**config.mk**
```make
export PLATFORM = sky130hd
export DESIGN_NAME = stream_timestamp_discontinuity_fixer
export DESIGN_NICKNAME = d
export VERILOG_FILES = /design/src/hdl/stdf_pkg.sv /design/src/hdl/stream_timestamp_discontinuity_fixer.sv
export SDC_FILE = /design/constraint.sdc
export NUM_CORES = 2
export LEC_CHECK = 0
export BUFFER_PORTS_ARGS = -buffer_cell sky130_fd_sc_hd__buf_2
export CELL_PAD_IN_SITES_DETAIL_PLACEMENT = 0
export CELL_PAD_IN_SITES_GLOBAL_PLACEMENT = 1
export CORE_UTILIZATION = 40
export CTS_CLUSTER_SIZE = 8
export DETAILED_ROUTE_END_ITERATION = 7
export HOLD_SLACK_MARGIN = 0.03
export PLACE_DENSITY = 0.76
export SYNTH_ARGS = -nofsm -noshare
export SYNTH_HDL_FRONTEND = slang
export SYNTH_SLANG_ARGS = --single-unit
```
**constraint.sdc**
```tcl
create_clock -name clk -period 36.5 [get_ports clk]
set_clock_uncertainty 0.15 [all_clocks]
set_input_delay 5.475 -clock clk [delete_from_list [all_inputs] [get_ports clk]]
set_output_delay 5.475 -clock clk [all_outputs]
set_load 0.02 [all_outputs]
```
**src/hdl/stdf_pkg.sv**
```systemverilog
// Package for the stream timestamp discontinuity fixer.
// Holds the time, epoch and duration types, the "none" code and register indexes.
// No dependencies.
`default_nettype none

package stdf_pkg;

    typedef logic [63:0] time_t;
    typedef logic [31:0] dur_t;
    typedef logic [15:0] epoch_t;
    typedef logic [1:0]  stream_t;

    localparam time_t  NONE_TIME        = 64'h8000_0000_0000_0000;
    localparam epoch_t EPOCH_MAX        = 16'hFFFF;
    localparam dur_t   JUMP_LIMIT_RESET = 32'd10000000;
    localparam int     NUM_STREAMS_DEF  = 4;

    localparam logic REG_BEGIN_TIME = 1'b0;
    localparam logic REG_JUMP_LIMIT = 1'b1;

endpackage

`default_nettype wire

```
**src/hdl/stream_timestamp_discontinuity_fixer.sv**
```systemverilog
// Top level of the stream timestamp discontinuity fixer.
// Depends on stdf_pkg for types and constants.
//
// Usage:
// Items enter on the in_valid/in_ready channel (stream, dts_in, pts_in,
// frame_duration) and one result item per packet of a stream below NUM_STREAMS
// leaves on the out_valid/out_ready channel (dts_out, pts_out, latest_end,
// jump_seen). A packet of a higher stream index is taken and dropped.
// An accepted item is held in an input register; once the result register is
// free, the whole correction is worked out by one pass of logic on the
// per-stream and shared state and written to the result register, which
// drives out_valid until the receiver takes it.
// One item is taken every cycle while the receiver keeps up; the per-stream
// state update in that single pass sets the rate.
// When the receiver stalls, the result waits in the result register while one
// more item can still be taken into the input register; in_ready falls only
// when both are full. Reset empties both registers and puts the last, shared
// and end times and every offset to none, the epochs to zero, begin_time to
// none and jump_limit to its default. The APB port writes begin_time at address
// 0 and jump_limit at address 8; writes are meant only while the block is idle.
`default_nettype none

module stream_timestamp_discontinuity_fixer #(
    parameter int NUM_STREAMS = stdf_pkg::NUM_STREAMS_DEF
) (
    input  wire logic            clk,
    input  wire logic            rst_n,

    input  wire logic            psel,
    input  wire logic            penable,
    input  wire logic            pwrite,
    input  wire logic [3:0]      paddr,
    input  wire logic [63:0]     pwdata,
    output logic [63:0]          prdata,
    output logic                 pready,

    input  wire logic            in_valid,
    output logic                 in_ready,
    input  wire stdf_pkg::stream_t stream,
    input  wire stdf_pkg::time_t dts_in,
    input  wire stdf_pkg::time_t pts_in,
    input  wire stdf_pkg::dur_t  frame_duration,

    output logic                 out_valid,
    input  wire logic            out_ready,
    output stdf_pkg::time_t      dts_out,
    output stdf_pkg::time_t      pts_out,
    output stdf_pkg::time_t      latest_end,
    output logic                 jump_seen
);

    import stdf_pkg::*;

    function automatic logic s_lt(input time_t a, input time_t b);
        return $signed(a) < $signed(b);
    endfunction

    function automatic epoch_t epoch_inc(input epoch_t e);
        return (e == EPOCH_MAX) ? EPOCH_MAX : e + 16'd1;
    endfunction

    time_t   begin_time_reg;
    dur_t    jump_limit_reg;

    logic    v1_reg;
    stream_t s1_stream_reg;
    time_t   s1_dts_reg;
    time_t   s1_pts_reg;
    dur_t    s1_dur_reg;

    time_t   last_reg   [NUM_STREAMS];
    time_t   offset_reg [NUM_STREAMS];
    epoch_t  epoch_reg  [NUM_STREAMS];
    time_t   shared_reg;
    epoch_t  shared_epoch_reg;
    time_t   end_max_reg;

    logic    out_valid_reg;
    time_t   dts_out_reg;
    time_t   pts_out_reg;
    time_t   latest_end_reg;
    logic    jump_reg;

    logic    advance;
    logic    in_range;

    time_t   cur_last;
    time_t   cur_offset;
    epoch_t  cur_epoch;

    time_t   dts_v;
    time_t   pts_v;
    time_t   decode_base;
    time_t   anchor;
    time_t   step;
    time_t   delta;
    time_t   dur64;
    time_t   offset_next;
    time_t   shared_next;
    epoch_t  epoch_next;
    epoch_t  shared_epoch_next;
    logic    bcast;
    logic    jump_next;
    time_t   dts_fin;
    time_t   pts_fin;
    time_t   end_t;
    time_t   end_max_next;

    assign pready = 1'b1;
    assign prdata = (paddr[3] == REG_JUMP_LIMIT) ? {32'd0, jump_limit_reg} : begin_time_reg;

    always_ff @(posedge clk or negedge rst_n)
    begin
        if (!rst_n)
        begin
            begin_time_reg <= NONE_TIME;
            jump_limit_reg <= JUMP_LIMIT_RESET;
        end
        else if (psel && penable && pwrite)
        begin
            if (paddr[3] == REG_JUMP_LIMIT)
            begin
                jump_limit_reg <= pwdata[31:0];
            end
            else
            begin
                begin_time_reg <= pwdata;
            end
        end
    end

    assign advance  = !out_valid_reg || out_ready;
    assign in_ready = !v1_reg || advance;
    assign in_range = (32'(s1_stream_reg) < NUM_STREAMS);

    always_ff @(posedge clk or negedge rst_n)
    begin
        if (!rst_n)
        begin
            v1_reg <= 1'b0;
        end
        else if (in_ready)
        begin
            v1_reg <= in_valid;
        end
    end

    always_ff @(posedge clk)
    begin
        if (in_ready && in_valid)
        begin
            s1_stream_reg <= stream;
            s1_dts_reg    <= dts_in;
            s1_pts_reg    <= pts_in;
            s1_dur_reg    <= frame_duration;
        end
    end

    always_comb
    begin
        cur_last   = NONE_TIME;
        cur_offset = NONE_TIME;
        cur_epoch  = '0;
        for (int i = 0; i < NUM_STREAMS; i++)
        begin
            if (32'(s1_stream_reg) == i)
            begin
                cur_last   = last_reg[i];
                cur_offset = offset_reg[i];
                cur_epoch  = epoch_reg[i];
            end
        end
    end

    always_comb
    begin
        dur64             = {32'd0, s1_dur_reg};
        dts_v             = s1_dts_reg;
        pts_v             = s1_pts_reg;
        offset_next       = cur_offset;
        shared_next       = shared_reg;
        epoch_next        = cur_epoch;
        shared_epoch_next = shared_epoch_reg;
        bcast             = 1'b0;
        jump_next         = 1'b0;
        anchor            = begin_time_reg - s1_dts_reg;
        step              = s1_dts_reg - cur_last;
        delta             = cur_offset + dur64 - step;

        if (pts_v != NONE_TIME && s_lt(pts_v, dts_v))
        begin
            pts_v = dts_v;
        end
        decode_base = dts_v;

        if (cur_last == NONE_TIME)
        begin
            if (dts_v == NONE_TIME)
            begin
                decode_base = '0;
                dts_v       = '0;
                pts_v       = '0;
                anchor      = begin_time_reg;
            end
            else if (pts_v == NONE_TIME)
            begin
                pts_v = dts_v;
            end
            if (begin_time_reg != NONE_TIME)
            begin
                if (s_lt(anchor, shared_reg))
                begin
                    offset_next = shared_reg;
                end
                else
                begin
                    if (s_lt(shared_reg, anchor))
                    begin
                        shared_next = anchor;
                        bcast       = s_lt(cur_offset, shared_reg);
                    end
                    offset_next = anchor;
                end
            end
        end
        else if (dts_v == NONE_TIME)
        begin
            dts_v = cur_last + dur64;
            pts_v = dts_v;
        end
        else
        begin
            if (pts_v == NONE_TIME)
            begin
                pts_v = dts_v;
            end
            if (!s_lt('0, step) || s_lt(dur64 + {32'd0, jump_limit_reg}, step))
            begin
                jump_next   = 1'b1;
                offset_next = delta;
                if (cur_epoch == shared_epoch_reg)
                begin
                    shared_next       = delta;
                    epoch_next        = epoch_inc(cur_epoch);
                    shared_epoch_next = epoch_inc(cur_epoch);
                end
                else if (cur_epoch > shared_epoch_reg)
                begin
                    shared_next = delta;
                end
                else
                begin
                    if (s_lt(delta, shared_reg))
                    begin
                        offset_next = shared_reg;
                    end
                    else if (s_lt(shared_reg, delta))
                    begin
                        bcast       = 1'b1;
                        shared_next = delta;
                    end
                    epoch_next = epoch_inc(cur_epoch);
                end
            end
            else if (cur_epoch < shared_epoch_reg)
            begin
                epoch_next = shared_epoch_reg;
            end
        end

        dts_fin = dts_v;
        pts_fin = pts_v;
        if (offset_next != NONE_TIME)
        begin
            dts_fin = dts_v + offset_next;
            pts_fin = pts_v + offset_next;
        end
        end_t        = (s_lt(dts_fin, pts_fin) ? pts_fin : dts_fin) + dur64;
        end_max_next = s_lt(end_max_reg, end_t) ? end_t : end_max_reg;
    end

    always_ff @(posedge clk or negedge rst_n)
    begin
        if (!rst_n)
        begin
            for (int i = 0; i < NUM_STREAMS; i++)
            begin
                last_reg[i]   <= NONE_TIME;
                offset_reg[i] <= NONE_TIME;
                epoch_reg[i]  <= '0;
            end
            shared_reg       <= NONE_TIME;
            shared_epoch_reg <= '0;
            end_max_reg      <= NONE_TIME;
            out_valid_reg    <= 1'b0;
        end
        else if (advance)
        begin
            out_valid_reg <= v1_reg && in_range;
            if (v1_reg && in_range)
            begin
                for (int i = 0; i < NUM_STREAMS; i++)
                begin
                    if (32'(s1_stream_reg) == i)
                    begin
                        last_reg[i]   <= decode_base;
                        offset_reg[i] <= offset_next;
                        epoch_reg[i]  <= epoch_next;
                    end
                    else if (bcast)
                    begin
                        offset_reg[i] <= shared_next;
                    end
                end
                shared_reg       <= shared_next;
                shared_epoch_reg <= shared_epoch_next;
                end_max_reg      <= end_max_next;
            end
        end
    end

    always_ff @(posedge clk)
    begin
        if (advance && v1_reg && in_range)
        begin
            dts_out_reg    <= dts_fin;
            pts_out_reg    <= pts_fin;
            latest_end_reg <= end_max_next;
            jump_reg       <= jump_next;
        end
    end

    assign out_valid  = out_valid_reg;
    assign dts_out    = dts_out_reg;
    assign pts_out    = pts_out_reg;
    assign latest_end = latest_end_reg;
    assign jump_seen  = jump_reg;

endmodule

`default_nettype wire

```
Word-level counts from Yosys, hierarchy flattened

Index checks and enable logic that the tools add are counted.

Output and inout port bits: 260
Register bits after elaboration: 1,173
Input bits: 237

Eq/ne operators: 11
Bitwise operators: 3
$add $sub $neg: 10
Magnitude comparators: 12
Multiplexer cells: 69
Reduce and logical (&&, ||, !) cells: 29

Operators with widths:

| kind                                                                 | number |
|---|---|
| 64-bit 2-to-1 mux                                                    | 47 |
| 64-bit < comparator                                                  | 8 |
| 64-bit by 32-bit adder with 64-bit output                            | 3 |
| 64-bit == test, second input constant                                | 3 |
| 64-bit inequality test, second input constant                        | 3 |
| 64-bit subtractor                                                    | 3 |
| 16-bit 2-to-1 mux                                                    | 11 |
| 64-bit adder                                                         | 2 |
| 1-bit by 64-bit < comparator with 1-bit output, first input constant | 1 |
| 34-bit by 64-bit < comparator with 1-bit output                      | 1 |
| 32-bit by 32-bit adder with 33-bit output                            | 1 |
| 3-bit AND reduction                                                  | 8 |
| 16-bit by 1-bit adder with 16-bit output, second input constant      | 1 |
| 16-bit == test                                                       | 1 |
| 16-bit == test, second input constant                                | 1 |
| 16-bit > comparator                                                  | 1 |
| 16-bit < comparator                                                  | 1 |
| 1-bit 2-to-1 mux                                                     | 11 |
| 2-bit nonzero test                                                   | 4 |
| 2-bit AND reduction                                                  | 3 |
| 6-bit AND reduction                                                  | 1 |
| 1-bit logical AND                                                    | 5 |
| 2-bit == test, second input constant                                 | 2 |
| 1-bit logical NOT                                                    | 3 |
| other kinds (5)                                                      | 9 |

Logic depth before layout (Yosys ltp)

Depth in word-level cells: 21
Gate-level depth with buffers: 134
Gate-level depth less buffers: 119

Worst setup path after synthesis

No wires, ideal clock.

Path kind: register -> register
From: register s1_stream_reg[0]
To: register end_max_reg[44]
Slack: 10,916 ps
Buffers on the path: 14
Setup time: 125 ps
Required time: 36,225 ps
Arrival time: 25,309 ps
Cell stages (with the launch flop): 123
Cells stage by stage: edfxtp_1 buf_2 clkbuf_1 buf_2 mux4_2 inv_1 ha_1 buf_2 nand4_1 nor2_1 a221o_1 a211oi_1 nor2_1 xnor2_1 fa_1 ha_1 clkbuf_1 nand2_1 [... 87 more ...] xnor2_1 a21o_1 ha_1 nor2b_1 o21ai_0 nand2b_1 a21oi_1 nor2b_1 o21ai_0 nand2b_1 a21oi_1 nor3_1 nor2_1 and4b_1 a21oi_1 nor2_1 clkbuf_1 mux2_2

Longest elaborated chain between the ends: 21

Ends and longest elaborated chain:

| element                                                                               | line                                                                                     | source |
|---|---|---|
| start: declaration                                                                    | stream_timestamp_discontinuity_fixer.sv:66                                               | `stream_t s1_stream_reg;` |
| start signal: assignment                                                              | stream_timestamp_discontinuity_fixer.sv:152                                              | `s1_stream_reg <= stream;` |
| 2-bit logical NOT                                                                     | stream_timestamp_discontinuity_fixer.sv:166                                              | `if (32'(s1_stream_reg) == i)` |
| 64-bit 2-to-1 mux (4 in series)                                                       | stream_timestamp_discontinuity_fixer.sv:166                                              |  |
| 64-bit by 32-bit adder with 64-bit output / 64-bit subtractor (equally long branches) | stream_timestamp_discontinuity_fixer.sv:188, stream_timestamp_discontinuity_fixer.sv:187 |  |
| 64-bit subtractor                                                                     | stream_timestamp_discontinuity_fixer.sv:188                                              | `delta = cur_offset + dur64 - step;` |
| 64-bit < comparator                                                                   | stream_timestamp_discontinuity_fixer.sv:55                                               | `return $signed(a) < $signed(b);` |
| 64-bit 2-to-1 mux                                                                     | stream_timestamp_discontinuity_fixer.sv:253                                              | `if (s_lt(delta, shared_reg))` |
| 64-bit 2-to-1 mux                                                                     | stream_timestamp_discontinuity_fixer.sv:247                                              | `else if (cur_epoch > shared_epoch_reg)` |
| 64-bit 2-to-1 mux                                                                     | stream_timestamp_discontinuity_fixer.sv:241                                              | `if (cur_epoch == shared_epoch_reg)` |
| [... 3 more ...]                                                                      | n/a                                                                                      |  |
| 64-bit adder / 64-bit inequality test (equally long branches)                         | stream_timestamp_discontinuity_fixer.sv:276, stream_timestamp_discontinuity_fixer.sv:273 |  |
| 64-bit 2-to-1 mux *                                                                   | stream_timestamp_discontinuity_fixer.sv:273                                              | `if (offset_next != NONE_TIME)` |
| named net pts_fin[63]                                                                 | stream_timestamp_discontinuity_fixer.sv:105                                              | `time_t pts_fin;` |
| 64-bit < comparator                                                                   | stream_timestamp_discontinuity_fixer.sv:55                                               |  |
| 64-bit 2-to-1 mux *                                                                   | stream_timestamp_discontinuity_fixer.sv:278                                              | `end_t = (s_lt(dts_fin, pts_fin) ? pts_fin : dts_fin) + dur64;` |
| 64-bit by 32-bit adder with 64-bit output *                                           | stream_timestamp_discontinuity_fixer.sv:278                                              |  |
| 64-bit < comparator                                                                   | stream_timestamp_discontinuity_fixer.sv:55                                               |  |
| 64-bit 2-to-1 mux *                                                                   | stream_timestamp_discontinuity_fixer.sv:279                                              | `end_max_next = s_lt(end_max_reg, end_t) ? end_t : end_max_reg;` |
| end signal: assignment                                                                | stream_timestamp_discontinuity_fixer.sv:317                                              | `end_max_reg <= end_max_next;` |
| end: declaration                                                                      | stream_timestamp_discontinuity_fixer.sv:76                                               | `time_t end_max_reg;` |

Mark *: on every way through the listed nets, which the timed path passes. The rest lies on a longest branch.
A chain may end at the register's enable or synchronous reset.

Worst setup path after layout

From: register s1_stream_reg[1]
To: register end_max_reg[33]

Longest elaborated chain between the ends: 21

Ends and longest elaborated chain:

| element                                                                               | line                                                                                     | source |
|---|---|---|
| 2-bit logical NOT                                                                     | stream_timestamp_discontinuity_fixer.sv:166                                              |  |
| 64-bit 2-to-1 mux (4 in series)                                                       | stream_timestamp_discontinuity_fixer.sv:166                                              |  |
| 64-bit by 32-bit adder with 64-bit output / 64-bit subtractor (equally long branches) | stream_timestamp_discontinuity_fixer.sv:188, stream_timestamp_discontinuity_fixer.sv:187 |  |
| 64-bit subtractor                                                                     | stream_timestamp_discontinuity_fixer.sv:188                                              |  |
| 64-bit < comparator                                                                   | stream_timestamp_discontinuity_fixer.sv:55                                               |  |
| 64-bit 2-to-1 mux                                                                     | stream_timestamp_discontinuity_fixer.sv:253                                              |  |
| 64-bit 2-to-1 mux                                                                     | stream_timestamp_discontinuity_fixer.sv:247                                              |  |
| 64-bit 2-to-1 mux                                                                     | stream_timestamp_discontinuity_fixer.sv:241                                              |  |
| [... 4 more ...]                                                                      | n/a                                                                                      |  |
| 64-bit 2-to-1 mux *                                                                   | stream_timestamp_discontinuity_fixer.sv:273                                              |  |
| named net pts_fin[63]                                                                 | stream_timestamp_discontinuity_fixer.sv:105                                              |  |
| 64-bit < comparator                                                                   | stream_timestamp_discontinuity_fixer.sv:55                                               |  |
| 64-bit 2-to-1 mux *                                                                   | stream_timestamp_discontinuity_fixer.sv:278                                              |  |
| 64-bit by 32-bit adder with 64-bit output *                                           | stream_timestamp_discontinuity_fixer.sv:278                                              |  |
| 64-bit < comparator                                                                   | stream_timestamp_discontinuity_fixer.sv:55                                               |  |
| 64-bit 2-to-1 mux *                                                                   | stream_timestamp_discontinuity_fixer.sv:279                                              |  |
| named net end_max_next[33]                                                            | stream_timestamp_discontinuity_fixer.sv:107                                              | `time_t end_max_next;` |

Marks and branches as above.

==> flow_summary.toml <==
[placed_design]
place_area_mm2 = 0.101
dp_hpwl_um = 331000
dp_slack_ns = 3.81
dp_cells = 13873
io_buffers = 492
place.gp.congestion = 1.02

[cells_and_area]
nNetsFinal = 12044
multi_input_area_mm2 = 0.0599
instances_no_fill = 14189
ff_latch_area_mm2 = 0.0312
area_growth_pct = 12.3
fillers = 22844
stdcell_area_mm2 = 0.107
layout-drive-gt1-share = 0.150

[run_status]
run_status = "finished with violations"
violations = "max-capacitance violations, max-slew violations"

[grt]
grt_pass1_wl_um = 595000
grt_start_max_net_pins = 163
grt_usage = 0.346
grt_pass1_vias = 83726
overflow = 0
antenna_found_initial = 22

[synth]
synth.top_cells.by_count = "nand2_1, o21ai_0, ha_1"
synth-edff-count = 355
synthFlopType = "dfrtp_1"
avgSynthCellArea_um2 = 9.01
yosysTopAreaCellShare = 0.211
synth-simple-area-share = 0.154
synth_cells = 10537
ys_async_sr_fraction = 0.697
synth-adder-area-share = 0.123
yosysSeqAreaShare = 0.328
synth_mux_area_frac = 0.125
synth_top_family_by_area = "compound AO/OA/AOI/OAI gates"
synthesis.area_mm2 = 0.0949
synth_compound_area_frac = 0.187
ys_types = 115
synth_warnings = 0
syn-num-nets = 11684
synth_top_cell_by_area = "dfrtp_1"
ys_ff_latch = 1173
synth.most_common_cell = "nand2_1"
synthTopCellsByArea = "dfrtp_1, ha_1, edfxtp_1, mux2_2, o21ai_0"
synth-xor-area-share = 0.0391

[floorplanning]
fp-row-count = 178
dieArea_mm2 = 0.239
initial_core_util = 0.403
io_pins = 497
core_mm2 = 0.236
die_w_um = 489
die_h_um = 489

[sta]
finalCriticalPeriod_ns = 34.16
finalSetupViolCount = 0
fmax_mhz = 29.3
slew_violations = 2
hold_viol_final = 0
post-route-period-util = 0.936
tns_ns = 0
setup_ws_ns = 2.34
tightest_slew_ns = 1.53
grt_setup_unrepaired = "false"
maxSlewHeadroom = -0.0271

[critical_path]
rr_worst_depth = 104
cp.arrival_ns = 34.76
crit_path_start_kind = "flop"
cp_max_fo = 53
slowest_delay_ns = 1.01
cp_data_required_time_ns = 37.10
slowest_stage = "a2111oi_0"
r2r_start = "s1_stream_reg[1]$_DFFE_PP_"
reg2reg_setup_slack_ns = 2.34
crit_top_cell = "o21ai_0"
r2r_end = "end_max_reg[33]$_DFFE_PN0P_"
critPathKind = "flop to flop"
endpoint_kind = "flop"

[worst_hold_path]
hp-start = "epoch_reg[12]$_DFFE_PN0P_"
hold_path_class = "flop to flop"
whs_endpoint = "epoch_reg[12]$_DFFE_PN0P_"
hold_depth = 2

[cts]
htree_num_levels = 4
path_clk_slew_ns = 0.05
ctsResizeCount = 0
postCtsSetupBuffers = 0
cts_tree = "yes"
cts_root_buffer = "clkbuf_16"
clk_latency_ns = 0.88
cts_max_path_buffers = 3
cts_hold_buffers = 0
cts.sinks = 1173
cts_buffers = 172

[drt]
drcViolationCount = 0
viasPerCell = 6.18
vias = 87699
wl_per_cell_um = 29.8
drt_iter0_markers = 9778
wl_um = 423000
ant_nets = 0
dr.pass1.iters = 7

[run]
maxCapViolations = 1
==> layer usage <==
metal | global-route usage | part of all wire
met1 | 0.453 | 0.41
met2 | 0.517 | 0.43
met3 | 0.0792 | 0.095
met4 | 0.209 | 0.068
met5 | 0 | 0.000087
==> worst max-delay path, delay by kind of cell (launching register included) <==
kind,cells,cell delay (ns)
AO/OA/AOI/OAI,49,15.07
AND/OR/NAND/NOR,26,8.06
adder cells (fa/ha/maj),9,3.35
buffers and inverters,9,2.55
multiplexers,5,2.12
XOR/XNOR,6,1.68
flip-flops,1,0.74
==> cells by family (layout without fill, tap and decap cells) <==
logic type	count (synthesis)	count (layout)
other	1	12
xor gates and xnor gates	424	424
adders and majority gates	910	910
and+or+nand+nor	3085	3085
buffers and inverters	1083	1574
muxes	948	948
DFF	1173	1173
AOI/OAI and AO/OA	2913	2913
==> how the worst max path moves through the flow <==
| stage | endpoint | from | slack, ns | cells past startpoint |
|---|---|---|---|---|
| after floorplan | end_max_reg[44]$_DFFE_PN0P_ | s1_stream_reg[0]$_DFFE_PP_ | 10.92 | 122 |
| after global placement | end_max_reg[33]$_DFFE_PN0P_ | s1_stream_reg[0]$_DFFE_PP_ | 3.97 | 104 |
| after detailed placement | end_max_reg[33]$_DFFE_PN0P_ | s1_stream_reg[0]$_DFFE_PP_ | 3.81 | 104 |
| after CTS | end_max_reg[33]$_DFFE_PN0P_ | s1_stream_reg[0]$_DFFE_PP_ | 3.60 | 104 |
| after global routing | end_max_reg[35]$_DFFE_PN0P_ | s1_stream_reg[0]$_DFFE_PP_ | 0.56 | 106 |
| final | end_max_reg[33]$_DFFE_PN0P_ | s1_stream_reg[1]$_DFFE_PP_ | 2.34 | 104 |
==> stage by stage <==
stage / utilization / hold slack, ns
4_1_cts: 0.452 / 0.320
2_1_floorplan: - / 0.290
5_1_grt: 0.452 / 0.333
3_5_place_dp: 0.429 / 0.307
3_3_place_gp: 0.429 / 0.303
6_report: 0.452 / 0.318
==> cells in the final DEF (no fill, tap or decap), drive strengths merged, types with 29 or more instances in the layout <==
cell type / n
nand2: 1206
o21ai: 957
ha: 872
a21oi: 847
dfrtp: 799
nor2: 681
buf: 665
inv: 605
mux2: 486
edfxtp: 355
mux2i: 321
a21o: 311
xnor2: 285
clkbuf: 283
nand4: 202
nand3: 159
nor3: 149
mux4: 141
xor2: 139
nor4: 135
nor2b: 129
nand2b: 99
o21a: 85
o21bai: 85
a211oi: 84
o211ai: 76
and3: 74
o22ai: 62
a31oi: 60
a221oi: 57
and2: 55
o31ai: 48
or3: 43
fa: 38
or2: 31
and4: 30
or4: 29
==> cell type report <==
type,count,area share
clock inverters,22,0.00518
clock buffers,283,0.0457
inverters,604,0.0214
well taps,3150,0.0370
flip-flops and latches,1173,0.292
repair buffers,665,0.0359
multi-input cells,8281,0.562
diodes,11,0.000258
Power is not shown: default switching activity piles up to over one toggle a cycle in this logic, so the estimate is an artifact.
